File: config.mk
export PLATFORM = sky130hd
export DESIGN_NAME = pfa_page_check
export DESIGN_NICKNAME = d
export VERILOG_FILES = /design/src/sv/pfa_pkg.sv /design/src/sv/pfa_page_check.sv
export SDC_FILE = /design/constraint.sdc
export NUM_CORES = 1
export LEC_CHECK = 0
export BUFFER_PORTS_ARGS = -buffer_cell sky130_fd_sc_hd__buf_2
export CAP_MARGIN = 20
export CORE_UTILIZATION = 35
export DETAILED_ROUTE_END_ITERATION = 7
export GPL_TIMING_DRIVEN = 0
export PLACE_DENSITY = 0.67
export SETUP_SLACK_MARGIN = 0.4
export SYNTH_ARGS = -nofsm -noshare
export SYNTH_HDL_FRONTEND = slang
export SYNTH_SLANG_ARGS = --single-unit
File: constraint.sdc
create_clock -name vclk -period 1.8
set_input_delay 0.27 -clock vclk [all_inputs]
set_output_delay 0.27 -clock vclk [all_outputs]
set_load 0.01 [all_outputs]
File: src/sv/pfa_pkg.sv
// Shared types and constants of the page-frame allocator.
`default_nettype none

package pfa_pkg;

    localparam int NUM_PAGES  = 1024;
    localparam int PAGE_SHIFT = 12;
    localparam int PAGE_W     = $clog2(NUM_PAGES);
    localparam int REG_W      = 11;
    localparam int CNT_W      = 8;
    localparam int ADDR_W     = 22;
    localparam int IN_ADDR_W  = 32;
    localparam int IDX_W      = 3;

    localparam logic [CNT_W-1:0] COUNT_MAX = {CNT_W{1'b1}};

    typedef enum logic [1:0] {
        STS_ALLOC   = 2'd0,
        STS_OOM     = 2'd1,
        STS_FREED   = 2'd2,
        STS_IGNORED = 2'd3
    } t_pfa_status;

    typedef enum logic [IDX_W-1:0] {
        REG_MEM_PAGES   = 3'd0,
        REG_MMIO_FIRST  = 3'd1,
        REG_MMIO_LIMIT  = 3'd2,
        REG_KERN_FIRST  = 3'd3,
        REG_KERN_END    = 3'd4,
        REG_STACK_PAGE  = 3'd5
    } t_pfa_reg;

    localparam logic OP_ALLOC = 1'b0;

    typedef struct packed {
        logic [REG_W-1:0] mem_pages;
        logic [REG_W-1:0] mmio_first;
        logic [REG_W-1:0] mmio_limit;
        logic [REG_W-1:0] kern_first;
        logic [REG_W-1:0] kern_end;
        logic [REG_W-1:0] stack_page;
    } t_pfa_cfg;

endpackage

`default_nettype wire

File: src/sv/pfa_page_check.sv
// Decides whether a page index may be handed out under the current memory map.
`default_nettype none

module pfa_page_check
    import pfa_pkg::*;
(
    input  wire logic [PAGE_W-1:0] i_page,
    input  wire t_pfa_cfg          i_cfg,
    output logic                   o_ok
);

    logic [REG_W-1:0] page_x;
    logic             in_mmio;
    logic             in_kern;

    assign page_x  = REG_W'(i_page);
    assign in_mmio = (page_x >= i_cfg.mmio_first) && (page_x < i_cfg.mmio_limit);
    assign in_kern = (page_x >= i_cfg.kern_first) && (page_x < i_cfg.kern_end);

    // Page 0 is never handed out so that a null address always means failure.
    assign o_ok = (page_x != '0) && (page_x < i_cfg.mem_pages) && !in_mmio
                  && !in_kern && (page_x != i_cfg.stack_page);

endmodule

`default_nettype wire

Yosys cells after proc, flatten, opt, wreduce, memory -nomap -nowiden
Cells that the tools add are included.
{"block": "classes", "n_eq_ne": 1, "reduce_logical": 9, "order_cmp": 5}
{"operator": "less-than comparator 10 x 11 -> 1 bit", "count": 3}
{"operator": "greater-or-equal comparator 10 x 11 -> 1 bit", "count": 2}
{"operator": "!= test 10 x 11 -> 1 bit", "count": 1}
{"operator": "nonzero test 11 bit", "count": 1}
{"operator": "logical AND 1 bit", "count": 6}
{"operator": "zero test 1 bit", "count": 2}
{"block": "totals", "word_cells": 15, "in_bits": 76, "output_inout_bits": 1, "reg_bits": 0}

Logic depth before layout (Yosys ltp)
{"block": "logic_depth", "depth_word": 6, "depth_mapped": 8, "mapped_depth_nobuf": 8}

Worst setup path after synthesis
Ideal clock, no wire load.
{"block": "synth_timing", "kind": "input port to output port", "startpoint": "input i_page[0]", "endpoint": "output o_ok", "required_ns": 1.530, "n_path_buf": 0, "arrival_ns": 1.477, "path_slack_ns": 0.053, "stages": 8, "cell_sequence": "inv_1 ha_1 nand2b_1 a31oi_1 o21ai_0 a31oi_1 a2111oi_0 nor3_1"}
{"block": "synth_between", "elab_chain_cells": 6, "word_cells_on_any_way": 15, "cone_classes": "order compare: 5; eq/ne: 1; reduce/logical: 9"}
{"element": "start, declared", "line_no": "pfa_page_check.sv:7", "text": "input wire logic [PAGE_W-1:0] i_page,"}
{"element": "greater-or-equal comparator 10 x 11 -> 1 bit or less-than comparator 10 x 11 -> 1 bit (tied branches)", "line_no": "pfa_page_check.sv:17", "text": "assign in_mmio = (page_x >= i_cfg.mmio_first) && (page_x < i_cfg.mmio_limit);"}
{"element": "logical AND 1 bit", "line_no": "pfa_page_check.sv:17"}
{"element": "zero test 1 bit", "line_no": "pfa_page_check.sv:21", "text": "assign o_ok = (page_x != '0) && (page_x < i_cfg.mem_pages) && !in_mmio"}
{"element": "logical AND 1 bit", "line_no": "pfa_page_check.sv:21"}
{"element": "logical AND 1 bit", "line_no": "pfa_page_check.sv:22", "text": "&& !in_kern && (page_x != i_cfg.stack_page);"}
{"element": "logical AND 1 bit (*)", "line_no": "pfa_page_check.sv:22"}
{"element": "end, declared", "line_no": "pfa_page_check.sv:9", "text": "output logic o_ok"}
Every way passes the cells marked *; elsewhere a longest branch is shown, timed or not.

Worst setup path in the final report
Same ends and word-level chain as after synthesis.

==> impl_metrics.tcl <==
set metrics [dict create \
    outcome "complete, but fails checks" \
    failed_checks "negative setup slack" \
    ys_top_cells_by_area "sky130_fd_sc_hd__ha_1, sky130_fd_sc_hd__inv_1, sky130_fd_sc_hd__xor2_1" \
    min_period_over_period_pct 109 \
    detailed_place_hpwl_mm 2.81 \
    design.portCount 77 \
    worst_path_buffer_plus_inverter_count 3 \
    wl_final_mm 3.37 \
    global_route.overflow_total 0 \
    drv.max_cap_violation_count 0 \
    mapped_area_mm2 0.00130 \
    drt_pass1_iterations 4 \
    post_cts_buffers 0 \
    critPathArrivalTime_ns 1.70 \
    report.final.hold_viol_count 0 \
    antenna-diode-count 0 \
    vdd.ir_drop.worst_mv 0.0890 \
    gp_congestion 0.757 \
    worst_setup_path_start_kind "input port" \
    required_ns 1.53 \
    route.detailed.drc 0 \
    crit_slowest_cell "sky130_fd_sc_hd__ha_1" \
    register_area_um2 0 \
    syn-instance-count 175 \
    rows 21 \
    holdCritPathClass "in2out" \
    die_area_mm2 0.00397 \
    synthesis.nets 298 \
    dieWidth_um 63.0 \
    via_count 1414 \
    sequential_cell_total 0 \
    final_critical_path_setup_slack_ns -0.170 \
    grt_antenna_before_repair 0 \
    layout.cells.most_common "sky130_fd_sc_hd__buf_2" \
    start_util_pct 37.8 \
    worstPathCellList "buf_6 > inv_1 > ha_1 > nand2b_4 > a31oi_4 > o21ai_2 > a31oi_2 > a2111oi_4 > nor3_2 > buf_2" \
    grt_pass1_vias 1372 \
    final_max_slew_viols 0 \
    floorplan.core_area_mm2 0.00344 \
    layout-drive-gt1-share_pct 39.7 \
    grt_first_pass_wirelength_mm 5.61 \
    postRouteAntennaNets 0 \
    netlist.area_leader.share_pct 45.2 \
    post_synth.cell_area_avg_um2 7.44 \
    clock_buffers 0 \
    rsz0062_at_grt "yes" \
    drt-initial-drc-count 10 \
    fillers 323 \
    fin_worst_hold_slack_ns 0.958 \
    p_per_area_mw_per_mm2 216 \
    areaGrowthSynthToFinish_pct 51.1 \
    max_freq_mhz 508 \
    finalSetupViolations 1 \
    relSlewSlack_pct 72.9 \
    die_y_um 63.0 \
    slowest_delay_ns 0.27 \
    post-place-ws_ns -0.444 \
    numPortBuffers 77 \
    yosysSeqAreaShare_pct 0 \
    yosys.area.top_type "sky130_fd_sc_hd__ha_1" \
    worst_slew_pin_slew_ns 0.403 \
    worstPathMaxFanout 6 \
    post_drt_wl_per_cell_um 11.3 \
    final.min_clock_period_ns 1.97 \
    grt_util_all_layers_pct 17.0 \
    cellLeakagePower_uw 0.00118 \
    critPathCaptureType "output pin" \
    grt_max_degree 8 \
    ratio_of_routed_vias_to_standard_cells 4.74 \
    netlist-cell-type-count 26 \
    cts.hold.buffers_added 0 \
    layout_common_cells "sky130_fd_sc_hd__buf_2, sky130_fd_sc_hd__inv_1, sky130_fd_sc_hd__ha_1" \
    criticalPathCategory "in2out" \
    critical_path.top_delay_family "compound AO/OA/AOI/OAI gates" \
    yosys_warnings 0 \
    finalNetCount 377 \
]
==> power by group <==
group	internal [uW]	leakage, uW	switching (uW)	total, uW
clock network	0	0	0	0
logic	221	0.00118	204	425
registers	0	0	0	0
==> cells in the mapped netlist, types with 2 or more instances <==
master,instances
sky130_fd_sc_hd__a211oi_1,3
sky130_fd_sc_hd__a21o_1,10
sky130_fd_sc_hd__a21oi_1,13
sky130_fd_sc_hd__a221oi_1,2
sky130_fd_sc_hd__a31oi_1,3
sky130_fd_sc_hd__and4b_1,3
sky130_fd_sc_hd__ha_1,47
sky130_fd_sc_hd__inv_1,48
sky130_fd_sc_hd__nand2_1,4
sky130_fd_sc_hd__nand2b_1,4
sky130_fd_sc_hd__nand3_1,3
sky130_fd_sc_hd__nor3_1,3
sky130_fd_sc_hd__nor4_1,3
sky130_fd_sc_hd__o2111ai_1,2
sky130_fd_sc_hd__o21ai_0,7
sky130_fd_sc_hd__xor2_1,10
==> logic make-up (layout without fill, tap and decap cells) <==
family | count (synthesis) | in the layout | synth area share (%)
xor gates and xnor gates | 10 | 10 | 6.73
adders and majority gates | 47 | 47 | 45.2
AOI/OAI and AO/OA | 46 | 46 | 23.2
buffers and inverters | 48 | 125 | 13.8
and+or+nand+nor | 24 | 24 | 11.1
==> cell type report <==
cell class | count | area, um2 | share of cell area, %
inverters | 48 | 195 | 9.93
well taps | 46 | 57.6 | 2.93
repair buffers | 77 | 430 | 21.9
multi-input cells | 127 | 1280 | 65.2
==> final timing paths <==
kind / from / slack, ns / depth (start not counted) / end
max: i_page[0] / -0.17 / 10 / o_ok
min: i_cfg[32] / 0.96 / 4 / o_ok
==> through the flow <==
step / TNS, ns / instances / instance area, um2 / power [uW] / utilization [%]
floorplan: 0 / 175 / 1340 / 206 / -
global placement: -0.420 / 298 / 1780 / 357 / 51.7
detailed placement: -0.444 / 298 / 1780 / 363 / 51.7
CTS: -0.202 / 298 / 1890 / 392 / 54.8
global route: -0.253 / 298 / 1970 / 491 / 57.1
finish: -0.170 / 298 / 1970 / 425 / 57.1
==> metal layers <==
layer	part of all wire (%)	global-route usage (%)	vias to the layer above	routed length, um
li1	-	-	770	-
met2	51	29.8	43	1710
met3	5.7	2.55	2	191
met5	0	0	-	0
met4	0.56	3.20	0	19
met1	43	21.6	599	1460
==> timing repair <==
| item | in CTS | in global routing |
|---|---|---|
| resized for setup | 22 | 15 |
| pin swaps | 11 | 12 |
| setup endpoints to repair | 1 | 1 |
Note: power is estimated with default switching activity, not from simulation.
